`config.mk`:
```
export PLATFORM = sky130hd
export DESIGN_NAME = atc_ram
export DESIGN_NICKNAME = d
export VERILOG_FILES = /design/src/rtl/atc_ram.sv
export SDC_FILE = /design/constraint.sdc
export NUM_CORES = 1
export LEC_CHECK = 0
export ABC_CLOCK_PERIOD_IN_PS = 2200
export BUFFER_PORTS_ARGS = -buffer_cell sky130_fd_sc_hd__buf_2
export CORE_MARGIN = 3
export CORE_UTILIZATION = 30
export DETAILED_ROUTE_END_ITERATION = 8
export MAX_ROUTING_LAYER = met4
export PLACE_DENSITY = 0.44
export SLEW_MARGIN = 20
export SYNTH_ARGS = -nofsm -noshare
export SYNTH_HDL_FRONTEND = slang
export SYNTH_SLANG_ARGS = --single-unit
export TNS_END_PERCENT = 30
```
`constraint.sdc`:
```
create_clock -name clk -period 2.2 [get_ports clk]
set_clock_uncertainty 0.2 [all_clocks]
set_input_delay 0.33 -clock clk [delete_from_list [all_inputs] [get_ports clk]]
set_output_delay 0.33 -clock clk [all_outputs]
set_load 0.02 [all_outputs]
```
`src/rtl/atc_ram.sv`:
```
// Generic single-port-write, single-port-read RAM with registered read data.
// No dependencies.
`default_nettype none

module atc_ram #(
  parameter int WIDTH = 8,
  parameter int DEPTH = 16,
  localparam int ADDR_W = $clog2(DEPTH)
) (
  input  wire logic              clk,
  input  wire logic              we,
  input  wire logic [ADDR_W-1:0] waddr,
  input  wire logic [WIDTH-1:0]  wdata,
  input  wire logic [ADDR_W-1:0] raddr,
  output logic      [WIDTH-1:0]  rdata
);

  logic [WIDTH-1:0] mem [DEPTH];

  // Write port and registered read port
  always_ff @(posedge clk) begin
    if (we) begin
      mem[waddr] <= wdata;
    end
    rdata <= mem[raddr];
  end

endmodule

`default_nettype wire

```
==> impl_metrics.py, run 1 <==
metrics = {
    "synth": {
        "synth.avg_cell_area_um2": 22.5,
        "mapped_area_um2": 5150,
        "synth.yosys.seq_area_share_pct": 77.8,
        "synthesis.yosys.warnings": 0,
        "syn_inst": 229,
        "ys_ff_latch": 136,
        "yosysUniqueCellTypes": 19,
        "synthesis.nets": 247,
    },
    "clock_tree": {
        "post_cts_hold_buffer_count": 0,
        "insertion_delay_ns": 0.41,
        "cts.root.buffer_cell": "sky130_fd_sc_hd__clkbuf_16",
        "clock_tree_from_tritoncts": "yes",
        "numClockSinks": 136,
        "ctsHtreeMaxLevel": 4,
        "cts_inserted_buffers": 17,
        "cts-root-to-sink-buffers": 2,
        "cts_resizes": 0,
        "post-cts-setup-buffer-count": 0,
        "cts.reportedPaths.clkPinSlew_ns": 0.06,
    },
    "routing": {
        "ant_nets": 0,
        "routed_via_density": 4.54,
        "drt-initial-drc-count": 230,
        "drc": 0,
        "postRouteWirelength_mm": 10.5,
        "detailedRoute.firstPassIterationCount": 4,
        "via_count": 2351,
        "avgRoutedWirePerCell_um": 20.2,
    },
    "global_route": {
        "via_count_of_the_first_global_routing_pass": 2580,
        "antenna_found_initial": 0,
        "grtUsageTotal_pct": 12.7,
        "global_route.overflow_total": 0,
        "grt_start_max_net_pins": 33,
        "grt_pass1_wl_mm": 16.0,
    },
    "pwr": {
        "total_leakage_power_nw": 2.10,
        "worst_ir_drop_vdd_uv": 530,
        "power.density_cell_area_nw_per_um2": 961,
    },
    "floorplanning": {
        "die_width_um": 137,
        "floorplan.io_pins": 26,
        "die_area_um2": 18800,
        "number_of_standard_cell_rows_in_the_floorplan": 47,
        "core_region_area_um2": 16700,
        "dieHeight_um": 137,
        "floorplan.initialDensity_pct": 30.8,
    },
    "sta": {
        "slew_headroom_pct": 58.1,
        "unrepaired_setup_endpoints_after_global_routing": "no",
        "maxSlewViolCount": 0,
        "period_share_pct": 73.6,
        "final.setup.tns_ns": 0,
        "hold_ws_ns": 0.105,
        "max_clock_freq_ghz": 0.618,
        "worst_pin_slew_ns": 0.626,
        "final-hold-violation-count": 0,
        "layout_min_cycle_time_ns": 1.62,
        "report.final.setup_viol": 0,
    },
    "worst_setup_path": {
        "timing.critical_path.from_type": "primary input",
        "reg2reg_slack_ns": 0.61,
        "setup.worst_path.class": "in2reg",
        "worst-endpoint-arrival_ns": 1.71,
        "crit_path_end_kind": "flop",
        "worstPathMaxFanout": 9,
        "cp_data_required_time_ns": 2.29,
    },
    "final_layout": {
        "mostFrequentLayoutCells": "sky130_fd_sc_hd__edfxtp_1, sky130_fd_sc_hd__buf_2, sky130_fd_sc_hd__buf_4, sky130_fd_sc_hd__mux4_2, sky130_fd_sc_hd__clkbuf_16",
        "num_antenna_cells": 0,
        "drive_above_1_share_pct": 29.9,
        "layout_commonest_cell": "sky130_fd_sc_hd__edfxtp_1",
        "layout-area-overhead-vs-synth_pct": 21.4,
        "layout.nets": 303,
    },
    "job": {
        "cap_violations": 0,
    },
    "placement": {
        "placement.io_buffers": 25,
        "dp.final_hpwl_mm": 7.11,
        "finalWeightedCongestion": 0.706,
    },
    "worst_hold_path": {
        "hold_class": "in2reg",
    },
    "status": {
        "status": "finished clean",
    },
}
==> worst max-delay path: stages <==
cell and delay [ns]:
sky130_fd_sc_hd__buf_2 0.16, sky130_fd_sc_hd__buf_4 0.25, sky130_fd_sc_hd__mux4_1 0.57, sky130_fd_sc_hd__a22oi_1 0.31, sky130_fd_sc_hd__nand2_1 0.09
==> cells by family after synthesis <==
family | after synthesis | synth area share (%)
muxes | 32 | 15.0
AOI/OAI and AO/OA | 16 | 2.33
buffers and inverters | 10 | 1.68
and+or+nand+nor | 35 | 3.18
DFF | 136 | 77.8
==> report_power, final <==
part,internal (mW),total [mW],switching (mW)
logic,0.122,0.296,0.174
clock network,1.84,2.80,0.951
registers,2.90,2.91,0.0159
total,4.87,6.01,1.14
==> cells in the mapped netlist, drive strengths merged <==
library cell,n,share of area [%]
dfxtp,8,3.1
nand2b,2,0.24
edfxtp,128,75
nor3,4,0.39
and2b,1,0.15
nor2b,1,0.12
and2,1,0.12
nand3,1,0.097
clkdlybuf4s25,3,0.58
a22oi,16,2.3
nand2,9,0.66
nor2,13,0.95
or3b,1,0.17
nand3b,2,0.29
mux4,32,15
buf,7,1.1
==> per-layer routing <==
metal	GRT usage [%]	wire length [um]	up-vias
met5	-	0	-
met4	5.16	163	0
met3	3.46	354	11
met2	20.0	5300	47
met1	15.5	4650	1210
li1	-	-	1083
==> through the flow <==
stage	power, mW	std cells	utilization (%)	setup slack [ns]	cell area, um^2
4_1_cts	6.07	518	37.4	0.602	6250
6_report	6.01	518	37.4	0.581	6250
3_3_place_gp	3.27	486	33.9	0.161	5660
3_5_place_dp	3.28	486	33.9	0.164	5660
5_1_grt	6.20	518	37.4	0.536	6250
2_1_floorplan	3.13	229	-	0.177	5150
==> final timing paths <==
kind                              from                    to  depth (start not counted)
setup / recovery              raddr[0]      rdata[3]$_DFF_P_                          5
hold / removal                wdata[1]  mem[15][1]$_DFFE_PP_                          1
setup reg to reg   mem[9][4]$_DFFE_PP_      rdata[4]$_DFF_P_                          3
hold reg to reg   mem[15][0]$_DFFE_PP_      rdata[0]$_DFF_P_                          3
==> sequential cells by signal, summed over array words and instances (netlist names) <==
signal	cells
mem	128
rdata	8
==> area by class of cell <==
class / count / area [um^2]
Clock inverter: 4 / 97.6
Sequential cell: 136 / 4000
Clock buffer: 28 / 487
Tap cell: 220 / 275
Multi-Input combinational cell: 83 / 1060
Fill cell: 1546 / 10500
Timing Repair Buffer: 47 / 328
Note: power is estimated with default switching activity, not from simulation.
==> inputs of run 2 (changes only) <==
ABC_CLOCK_PERIOD_IN_PS = 1440   (was 2200)
PLACE_DENSITY = 0.45   (was 0.44)
clock period = 1.44 ns   (was 2.2 ns; I/O delays follow)
==> impl_metrics.py, run 2 (same netlist as run 1, synthesis figures left out) <==
metrics = {
    "clock_tree": {
        "cts_inserted_buffers": 17,
        "cts.root.buffer_cell": "sky130_fd_sc_hd__clkbuf_16",
        "clock_tree_from_tritoncts": "yes",
        "numClockSinks": 136,
        "ctsHtreeMaxLevel": 4,
        "cts.reportedPaths.clkPinSlew_ns": 0.05,
        "insertion_delay_ns": 0.41,
        "cts-root-to-sink-buffers": 2,
        "post-cts-setup-buffer-count": 0,
    },
    "worst_setup_path": {
        "setup.worst_path.class": "reg2reg",
        "timing.critical_path.from_type": "flop",
        "critical_path_buf_inv_count": 0,
        "crit_family": "multiplexers",
        "slowest_stage": "sky130_fd_sc_hd__mux4_2",
        "worst-endpoint-arrival_ns": 1.57,
        "crit_path_end_kind": "flop",
        "reg2reg_slack_ns": -0.05,
        "cp_data_required_time_ns": 1.52,
        "slowest_delay_ns": 0.48,
        "worstPathMaxFanout": 1,
        "worstPathCellList": "mux4_2 > a22oi_2 > nand2_2",
    },
    "status": {
        "status": "complete, but fails checks",
        "violations": "negative setup slack",
    },
    "final_layout": {
        "layout_commonest_cell": "sky130_fd_sc_hd__edfxtp_1",
        "layout-area-overhead-vs-synth_pct": 25.7,
        "layout.nets": 322,
        "num_antenna_cells": 0,
        "layout.filler_cells": 1539,
        "postLayoutCellArea_um2": 6470,
        "largest_registers": "mem: 128 flops, rdata: 8 flops",
        "mostFrequentLayoutCells": "sky130_fd_sc_hd__edfxtp_1, sky130_fd_sc_hd__mux4_2, sky130_fd_sc_hd__buf_4, sky130_fd_sc_hd__buf_2, sky130_fd_sc_hd__clkbuf_16",
        "number_of_flip_flops_in_the_largest_register": 128,
        "max_flop_register": "mem",
        "drive_above_1_share_pct": 41.6,
    },
    "sta": {
        "hold_ws_ns": 0.0144,
        "maxSlewViolCount": 0,
        "unrepaired_setup_endpoints_after_global_routing": "yes",
        "report.final.setup_viol": 7,
        "period_share_pct": 103,
        "max_clock_freq_ghz": 0.671,
        "slew_headroom_pct": 30.7,
        "timing.final.ws_setup_ns": -0.0498,
        "final-hold-violation-count": 0,
        "worst_pin_slew_ns": 1.04,
        "final.setup.tns_ns": -0.123,
        "layout_min_cycle_time_ns": 1.49,
    },
    "placement": {
        "dp.final_hpwl_mm": 7.40,
        "finalWeightedCongestion": 0.711,
        "dpl_cell_area_um2": 5850,
        "placement.io_buffers": 25,
    },
    "routing": {
        "routed_via_density": 4.59,
        "drc": 0,
        "ant_nets": 0,
        "postRouteWirelength_mm": 11.3,
        "avgRoutedWirePerCell_um": 21.1,
        "detailedRoute.firstPassIterationCount": 4,
        "drt-initial-drc-count": 182,
        "via_count": 2467,
    },
    "floorplanning": {
        "number_of_standard_cell_rows_in_the_floorplan": 47,
        "floorplan.initialDensity_pct": 30.8,
        "die_width_um": 137,
        "dieHeight_um": 137,
        "die_area_um2": 18800,
        "floorplan.io_pins": 26,
        "core_region_area_um2": 16700,
    },
    "global_route": {
        "grtUsageTotal_pct": 13.5,
        "global_route.overflow_total": 0,
        "grt_start_max_net_pins": 19,
        "via_count_of_the_first_global_routing_pass": 2649,
        "antenna_found_initial": 0,
        "grt_pass1_wl_mm": 17.0,
    },
    "pwr": {
        "total_leakage_power_nw": 2.14,
        "power.density_cell_area_nw_per_um2": 1390,
        "worst_ir_drop_vdd_uv": 847,
    },
    "worst_hold_path": {
        "hold_class": "in2reg",
    },
    "job": {
        "cap_violations": 0,
    },
}
run 2: final timing paths:
check	start	depth (start not counted)	end
worst max-delay path	mem[2][6]$_DFFE_PP_	3	rdata[6]$_DFF_P_
worst min-delay path	wdata[1]	1	mem[6][1]$_DFFE_PP_
worst max register to register	mem[2][6]$_DFFE_PP_	3	rdata[6]$_DFF_P_
worst min register to register	mem[15][0]$_DFFE_PP_	3	rdata[0]$_DFF_P_
run 2: through the flow:
step	util [%]	total power, mW	cells	worst slack [ns]
after global routing	38.7	9.33	537	-0.0856
after floorplan	-	4.79	229	-0.168
after global placement	35.0	5.04	498	-0.461
final	38.7	8.98	537	-0.0498
after detailed placement	35.0	5.04	498	-0.457
after CTS	38.8	9.09	537	-0.0760
run 2: layout make-up:
| cell class | count | area, um^2 | area share, % |
|---|---|---|---|
| multi-input cells | 83 | 1090 | 16.9 |
| flip-flops and latches | 136 | 4000 | 61.9 |
| repair buffers | 66 | 551 | 8.51 |
| well taps | 220 | 275 | 4.26 |
| clock inverters | 12 | 109 | 1.68 |
| clock buffers | 20 | 437 | 6.75 |
run 2: worst reg2reg max path, cell delays in order, from the launching register on:
cell,delay [ns]
sky130_fd_sc_hd__edfxtp_1,0.36
sky130_fd_sc_hd__mux4_2,0.48
sky130_fd_sc_hd__a22oi_2,0.22
sky130_fd_sc_hd__nand2_2,0.10
run 2: repair_timing:
item / 4_1_cts / 5_1_grt
gates cloned: 0 / 0
setup endpoints to repair: 8 / 8
gates resized for setup: 11 / 14
pin swaps: 6 / 7
endpoints found under the hold margin: 106 / 0
hold buffers: 7 / 0
run 2: report_power, final:
group | internal, mW | switching, mW | total [mW]
registers | 4.43 | 0.0275 | 4.46
logic | 0.237 | 0.297 | 0.534
clock network | 2.50 | 1.49 | 3.99
run 2: layer usage:
| layer | wire (um) | part of all wire (%) | global-route usage (%) | vias up |
|---|---|---|---|---|
| met5 | 0 | 0 | - | - |
| met3 | 362 | 3.2 | 3.79 | 12 |
| met4 | 168 | 1.5 | 5.49 | 0 |
| met2 | 5520 | 49 | 20.4 | 48 |
| met1 | 5260 | 46 | 17.4 | 1295 |
| li1 | - | - | - | 1112 |
