<file path="src/rtl/atc_pkg.sv">
// Shared types and constants for the alarm table clock.
// Used by atc_core and alarm_table_clock; no other dependencies.
`default_nettype none

package atc_pkg;

  // Request kinds on the input channel
  typedef enum logic [1:0] {
    KIND_TICK   = 2'd0,
    KIND_CREATE = 2'd1,
    KIND_CHECK  = 2'd2
  } kind_t;

  // Event codes on the result channel
  localparam logic [1:0] EV_NONE    = 2'd0;
  localparam logic [1:0] EV_WAKE    = 2'd1;
  localparam logic [1:0] EV_GENERAL = 2'd2;

  // Targets below this wake a process; the rest raise a general alarm
  localparam logic [3:0] PROCESS_COUNT = 4'd10;

  // One alarm slot as stored in the table memory
  typedef struct packed {
    logic        valid;
    logic [31:0] alarm_time;
    logic [31:0] period;
    logic [3:0]  target;
    logic        repeat_flag;
  } slot_t;

  localparam int SLOT_W = $bits(slot_t);

  // Result of one request, handed from the core to the output register
  typedef struct packed {
    logic [1:0]  event_res;
    logic [3:0]  woken_process;
    logic        table_full;
    logic [31:0] clock_now;
  } res_t;

  // Sequencer states
  typedef enum logic [1:0] {
    ST_CLEAR,
    ST_IDLE,
    ST_SCAN,
    ST_RESP
  } state_t;

endpackage

`default_nettype wire

</file>
<file path="src/rtl/atc_core.sv">
// Sequencer for the alarm table: clock, clearing pass, slot scan and write-back.
// Depends on atc_pkg; drives the ports of one atc_ram instance.
`default_nettype none

module atc_core
  import atc_pkg::*;
#(
  parameter int SLOTS = 512,
  localparam int IDX_W = $clog2(SLOTS),
  localparam int CNT_W = IDX_W + 1
) (
  input  wire logic              clk,
  input  wire logic              rst_n,
  // request side
  input  wire logic              in_valid,
  output logic                   in_stall,
  input  wire logic [1:0]        in_kind,
  input  wire logic [31:0]       in_start_time,
  input  wire logic [31:0]       in_period,
  input  wire logic [3:0]        in_target,
  input  wire logic              in_repeat_req,
  // result side
  output logic                   res_valid,
  output res_t                   res,
  input  wire logic              res_ready,
  // table memory
  output logic                   ram_we,
  output logic [IDX_W-1:0]       ram_waddr,
  output logic [SLOT_W-1:0]      ram_wdata,
  output logic [IDX_W-1:0]       ram_raddr,
  input  wire logic [SLOT_W-1:0] ram_rdata
);

  state_t state_r, state_nxt;

  logic [31:0]      clock_r, clock_nxt;
  logic [1:0]       kind_r, kind_nxt;
  logic [31:0]      start_r, start_nxt;
  logic [31:0]      period_r, period_nxt;
  logic [3:0]       target_r, target_nxt;
  logic             repeat_r, repeat_nxt;
  logic [CNT_W-1:0] rd_idx_r, rd_idx_nxt;
  logic             dat_vld_r, dat_vld_nxt;
  logic [IDX_W-1:0] dat_idx_r, dat_idx_nxt;
  res_t             res_r, res_nxt;

  slot_t slot_rd;
  slot_t slot_wr;
  logic  hit;
  logic  last;
  logic  issue;
  logic  clr_done;

  // Decode the slot read back from the table
  assign slot_rd  = slot_t'(ram_rdata);
  assign issue    = (rd_idx_r < CNT_W'(SLOTS));
  assign last     = dat_vld_r && (dat_idx_r == IDX_W'(SLOTS - 1));
  assign clr_done = (rd_idx_r == CNT_W'(SLOTS - 1));

  // Match: a free slot for create, a due alarm for check
  always_comb begin
    hit = 1'b0;
    if (dat_vld_r) begin
      if (kind_r == KIND_CREATE) begin
        hit = !slot_rd.valid;
      end else begin
        hit = slot_rd.valid && (slot_rd.alarm_time == clock_r);
      end
    end
  end

  assign in_stall  = (state_r != ST_IDLE);
  assign res_valid = (state_r == ST_RESP);
  assign res       = res_r;

  // Next state
  always_comb begin
    state_nxt = state_r;
    case (state_r)
      ST_CLEAR: begin
        if (clr_done) state_nxt = ST_IDLE;
      end
      ST_IDLE: begin
        if (in_valid) begin
          if (in_kind == KIND_CREATE || in_kind == KIND_CHECK) begin
            state_nxt = ST_SCAN;
          end else begin
            state_nxt = ST_RESP;
          end
        end
      end
      ST_SCAN: begin
        if (hit || last) state_nxt = ST_RESP;
      end
      ST_RESP: begin
        if (res_ready) state_nxt = ST_IDLE;
      end
      default: state_nxt = ST_CLEAR;
    endcase
  end

  // Datapath and memory access
  always_comb begin
    clock_nxt   = clock_r;
    kind_nxt    = kind_r;
    start_nxt   = start_r;
    period_nxt  = period_r;
    target_nxt  = target_r;
    repeat_nxt  = repeat_r;
    rd_idx_nxt  = rd_idx_r;
    dat_vld_nxt = dat_vld_r;
    dat_idx_nxt = dat_idx_r;
    res_nxt     = res_r;
    slot_wr     = slot_rd;
    ram_we      = 1'b0;
    ram_waddr   = dat_idx_r;
    ram_raddr   = rd_idx_r[IDX_W-1:0];
    case (state_r)
      ST_CLEAR: begin
        // Free one slot per cycle after reset
        slot_wr    = '0;
        ram_we     = 1'b1;
        ram_waddr  = rd_idx_r[IDX_W-1:0];
        rd_idx_nxt = clr_done ? '0 : rd_idx_r + CNT_W'(1);
      end
      ST_IDLE: begin
        if (in_valid) begin
          kind_nxt    = in_kind;
          start_nxt   = in_start_time;
          period_nxt  = in_period;
          target_nxt  = in_target;
          repeat_nxt  = in_repeat_req;
          rd_idx_nxt  = '0;
          dat_vld_nxt = 1'b0;
          res_nxt.event_res     = EV_NONE;
          res_nxt.woken_process = 4'd0;
          res_nxt.table_full    = 1'b0;
          res_nxt.clock_now     = clock_r;
          if (in_kind == KIND_TICK) begin
            clock_nxt         = clock_r + 32'd1;
            res_nxt.clock_now = clock_r + 32'd1;
          end
        end
      end
      ST_SCAN: begin
        if (hit) begin
          // Modify the matching slot and write it back
          ram_we = 1'b1;
          if (kind_r == KIND_CREATE) begin
            slot_wr.valid       = 1'b1;
            slot_wr.alarm_time  = start_r;
            slot_wr.period      = period_r;
            slot_wr.target      = target_r;
            slot_wr.repeat_flag = repeat_r;
          end else if (slot_rd.target < PROCESS_COUNT) begin
            slot_wr.valid         = 1'b0;
            res_nxt.event_res     = EV_WAKE;
            res_nxt.woken_process = slot_rd.target;
          end else begin
            res_nxt.event_res = EV_GENERAL;
            if (slot_rd.repeat_flag) begin
              slot_wr.alarm_time = slot_rd.alarm_time + slot_rd.period;
            end else begin
              slot_wr.valid = 1'b0;
            end
          end
        end else if (last) begin
          // Scan ran off the end without a match
          res_nxt.table_full = (kind_r == KIND_CREATE);
        end else begin
          // Advance the read pointer
          dat_vld_nxt = issue;
          dat_idx_nxt = rd_idx_r[IDX_W-1:0];
          if (issue) rd_idx_nxt = rd_idx_r + CNT_W'(1);
        end
      end
      ST_RESP: begin
      end
      default: begin
      end
    endcase
  end

  assign ram_wdata = slot_wr;

  // Control registers
  always_ff @(posedge clk) begin
    if (!rst_n) begin
      state_r   <= ST_CLEAR;
      clock_r   <= 32'd0;
      rd_idx_r  <= '0;
      dat_vld_r <= 1'b0;
    end else begin
      state_r   <= state_nxt;
      clock_r   <= clock_nxt;
      rd_idx_r  <= rd_idx_nxt;
      dat_vld_r <= dat_vld_nxt;
    end
  end

  // Request and result payload
  always_ff @(posedge clk) begin
    kind_r    <= kind_nxt;
    start_r   <= start_nxt;
    period_r  <= period_nxt;
    target_r  <= target_nxt;
    repeat_r  <= repeat_nxt;
    dat_idx_r <= dat_idx_nxt;
    res_r     <= res_nxt;
  end

  // A create or check request always starts a scan
  a_scan_start: assert property (@(posedge clk) disable iff (!rst_n)
    state_r == ST_IDLE && in_valid && (in_kind == KIND_CREATE || in_kind == KIND_CHECK)
    |=> state_r == ST_SCAN)
    else $error("create or check did not enter scan");

  // The clock moves only on an accepted tick
  a_clock_hold: assert property (@(posedge clk) disable iff (!rst_n)
    state_r != ST_IDLE |=> $stable(clock_r))
    else $error("clock changed outside a tick");

  // A wake names a real process
  a_wake_id: assert property (@(posedge clk) disable iff (!rst_n)
    res_valid && res.event_res == EV_WAKE |-> res.woken_process < PROCESS_COUNT)
    else $error("wake with out-of-range process");

  // Full is only reported for a create
  a_full_create: assert property (@(posedge clk) disable iff (!rst_n)
    res_valid && res.table_full |-> kind_r == KIND_CREATE && res.event_res == EV_NONE)
    else $error("table full on a non-create request");

  // Scan writes only where the matched slot was read
  a_scan_write: assert property (@(posedge clk) disable iff (!rst_n)
    state_r == ST_SCAN && ram_we |-> dat_vld_r && ram_waddr == dat_idx_r)
    else $error("scan write without a matching read");

endmodule

`default_nettype wire

</file>
<file path="config.mk">
export PLATFORM = sky130hd
export DESIGN_NAME = atc_core
export DESIGN_NICKNAME = d
export VERILOG_FILES = /design/src/rtl/atc_pkg.sv /design/src/rtl/atc_core.sv
export SDC_FILE = /design/constraint.sdc
export NUM_CORES = 1
export LEC_CHECK = 0
export ABC_AREA = 1
export BUFFER_PORTS_ARGS = -buffer_cell sky130_fd_sc_hd__buf_2
export CORE_MARGIN = 3
export CORE_UTILIZATION = 50
export CTS_BUF_LIST = sky130_fd_sc_hd__clkbuf_4 sky130_fd_sc_hd__clkbuf_8
export CTS_CLUSTER_SIZE = 28
export DETAILED_ROUTE_END_ITERATION = 16
export GPL_ROUTABILITY_DRIVEN = 0
export HOLD_SLACK_MARGIN = 0.05
export PLACE_DENSITY = 0.74
export SYNTH_ARGS = -nofsm -noshare
export SYNTH_HDL_FRONTEND = slang
export SYNTH_SLANG_ARGS = --single-unit
</file>
<file path="constraint.sdc">
create_clock -name clk -period 4.79 [get_ports clk]
set_input_delay 0.479 -clock clk [delete_from_list [all_inputs] [get_ports clk]]
set_output_delay 0.479 -clock clk [all_outputs]
set_load 0.05 [all_outputs]
</file>
==> impl_metrics.toml <==
[routing]
ant_nets = 0
drcViolationCount = 0
via_per_inst = 5.49
firstDrtPassIters = 6
drt_iter0_markers = 1049
wl_um = 37400
wl_per_cell_um = 18.0
vias = 11400

[global_route]
grt_pass1_wl_um = 57300
grt_start_max_net_pins = 68
first_global_vias = 10600
antenna_found_initial = 4
grt.total_usage = 0.305
gr-total-overflow = 0

[clocking]
clock_path_buffers = 2
clk_latency_ns = 0.48
cts_resized = 0
cts_tree = "built"
root_buffer = "clkbuf_8"
cts_setup_buffers = 0
h-tree-depth = 4
cts.sinks = 164
hold_buffers = 0
cts-buffers-inserted = 17
path_clk_slew_ns = 0.10

[finish]
area_growth_pct = 17.5
drive_above_1_share = 0.194
nets = 1971
final_core_util = 0.607

[setup_path]
cp_cell_sequence = "inv_1, nor2_2, buf_4, nand2_1, nand2_1, inv_1, buf_4, nand2_1, nor2_1, nand3_2, nand2_2, nand2_2, nor2_1, nand2_1, o21ai_0, buf_2"
slowest_delay_ns = 0.40
arrival_ns = 3.60
required_ns = 4.31
start_kind = "flop"
path_class = "flop to output pin"
cpMostUsedCell = "nand2_1"
path_max_fanout = 38
cp_slowest_cell = "nand2_2"
cp-end-kind = "output pin"

[synthesis]
synth-seq-cells = 164
synthXorXnorAreaFrac = 0.0326
netlist_area_sq_mm = 0.0110
synth_cell_type_count = 42
yosysWarningCount = 0
seq_area_frac_synth = 0.406
synth_top_family_by_area = "simple AND/OR/NAND/NOR gates"
synthCells = 1545
async_flop_share = 0
synth_mux_area_frac = 0.00193
ys.flop_type = "edfxtp_1"
syn_nets = 1729
syn_area_per_cell_sq_um = 7.14
synth-simple-area-share = 0.278
synthAdderAreaFrac = 0.0449
synth-edff-count = 119
synth_compound_area_frac = 0.130

[timing]
slew_headroom = 0.213
tightestPinTransition_ns = 1.18
rsz0062_at_grt = "no"
maxSlewViolCount = 0
fin_crit_ns = 4.08
hold_violations = 0
fmax_mhz = 245
final-setup-viol-count = 0
fin_crit_sh = 0.852
setup_tns_ns = 0
finalClockSkew_ns = 0.0182

[placement]
io_buffers = 274
dpl.hpwl_um = 28700

[die]
ios = 275
rows = 53
fp.dieH_um = 155
coreArea_sq_mm = 0.0214
initial_core_util = 0.516
die_w_um = 155
die_area_sq_mm = 0.0239

[power_and_ir_drop]
power_leakage_nw = 6.34
peakVddDrop_v = 0.000492
powerDensity_mw_per_mm2 = 563

[status]
status = "finished clean"

[run]
maxCapViolations = 0

[worst_hold_path]
holdCritPathClass = "input pin to flop"
[logic make-up (layout without fill, tap and decap cells)]
kind of cell,count (synthesis),after routing
XOR/XNOR,41,41
multiplexers,2,2
flip-flops,164,164
AO/OA/AOI/OAI,275,275
other,0,2
buffers and inverters,297,552
AND/OR/NAND/NOR,727,727
adder cells (fa/ha/maj),39,39
[path summary, 6_finish.rpt]
check | to | slack [ns] | from | cells after the start
setup / recovery | ram_wdata[50] | 0.71 | kind_r[0]$_DFFE_PP_ | 16
hold / removal | period_r[9]$_DFFE_PP_ | 0.17 | in_period[9] | 1
setup reg to reg | res[32]$_DFFE_PP_ | 1.67 | kind_r[0]$_DFFE_PP_ | 10
hold reg to reg | dat_idx_r[4]$_DFFE_PN_ | 0.53 | rd_idx_r[4]$_SDFFE_PN0P_ | 0
[power breakdown]
| part | total (W) | switching, W | internal (W) | leakage (nW) |
|---|---|---|---|---|
| clock network | 0.00109 | 0.000612 | 0.000475 | 0.209 |
| logic | 0.00418 | 0.00329 | 0.000891 | 4.67 |
| registers | 0.00203 | 0.000185 | 0.00184 | 1.46 |
[through the flow]
stage / worst slack [ns] / area, sq um / std cells / total power, W / hold WS [ns]
after floorplan: 0.560 / 11000 / 1545 / 0.00520 / 0.474
after global placement: 1.38 / 12500 / 2043 / 0.00616 / 0.505
after detailed placement: 1.32 / 12500 / 2043 / 0.00620 / 0.504
after CTS: 0.774 / 13000 / 2075 / 0.00728 / 0.146
after global routing: 0.465 / 13000 / 2075 / 0.00764 / 0.145
final: 0.707 / 13000 / 2077 / 0.00729 / 0.170
[metal layers]
metal  vias to the layer above  routed length [um]  track usage
met5                         -                  28            0
met4                         6                1160       0.0955
met3                        92                4380       0.0778
met2                       690               16400        0.473
met1                      5094               15400        0.420
li1                       5518                   -            -
[synthesized netlist by cell type, types with 9 or more instances]
master	n	area, sq um
a21oi_1	118	591
nand2_1	381	1430
or2_2	10	62.6
xor2_1	28	245
nand4_1	20	125
xnor2_1	13	114
inv_1	228	856
nor3_1	22	110
ha_1	38	475
nor2_1	168	631
o21ai_0	122	611
clkbuf_1	35	131
edfxtp_1	119	3570
o22ai_1	9	56.3
nand3_1	103	515
dfxtp_1	45	901
buf_2	10	50.1
buf_4	10	75.1
[layout by cell type (no fill, tap or decap), drive strengths merged]
cell / count
nand2: 383
buf: 281
inv: 245
nor2: 172
o21ai: 130
edfxtp: 119
a21oi: 119
nand3: 104
dfxtp: 45
ha: 38
xor2: 28
nor3: 25
nand4: 20
clkbuf: 20
xnor2: 13
or2: 10
o22ai: 9
nand3b: 8
o211ai: 5
o21a: 4
clkinv: 4
o221ai: 3
nor4: 3
a211oi: 3
diode: 2
nor3b: 2
o21bai: 2
mux2i: 1
mux2: 1
fa: 1
bufinv: 1
clkinvlp: 1
[sequential cells by signal, summed over array words and instances (netlist names)]
name and count:
res 39, clock_r 32, period_r 32, start_r 32, rd_idx_r 10, dat_idx_r 9
target_r 4, kind_r 2, state_r 2, dat_vld_r 1, repeat_r 1
[critical path: cells and delay by family (launching register included)]
family	cells	cell delay, ns
AND/OR/NAND/NOR	10	1.52
flip-flops	1	0.37
buffers and inverters	5	1.05
AO/OA/AOI/OAI	1	0.17
[final cells by class]
| cell class | count | area (sq um) |
|---|---|---|
| fill | 2039 | 8400 |
| multi-input combinational | 1084 | 5400 |
| sequential | 164 | 4470 |
| timing repair buffer | 281 | 1420 |
| inverter | 239 | 902 |
| tap | 275 | 344 |
| clock buffer | 20 | 275 |
| clock inverter | 12 | 136 |
| antenna | 2 | 5.00 |
(Power assumes the default switching activity.)
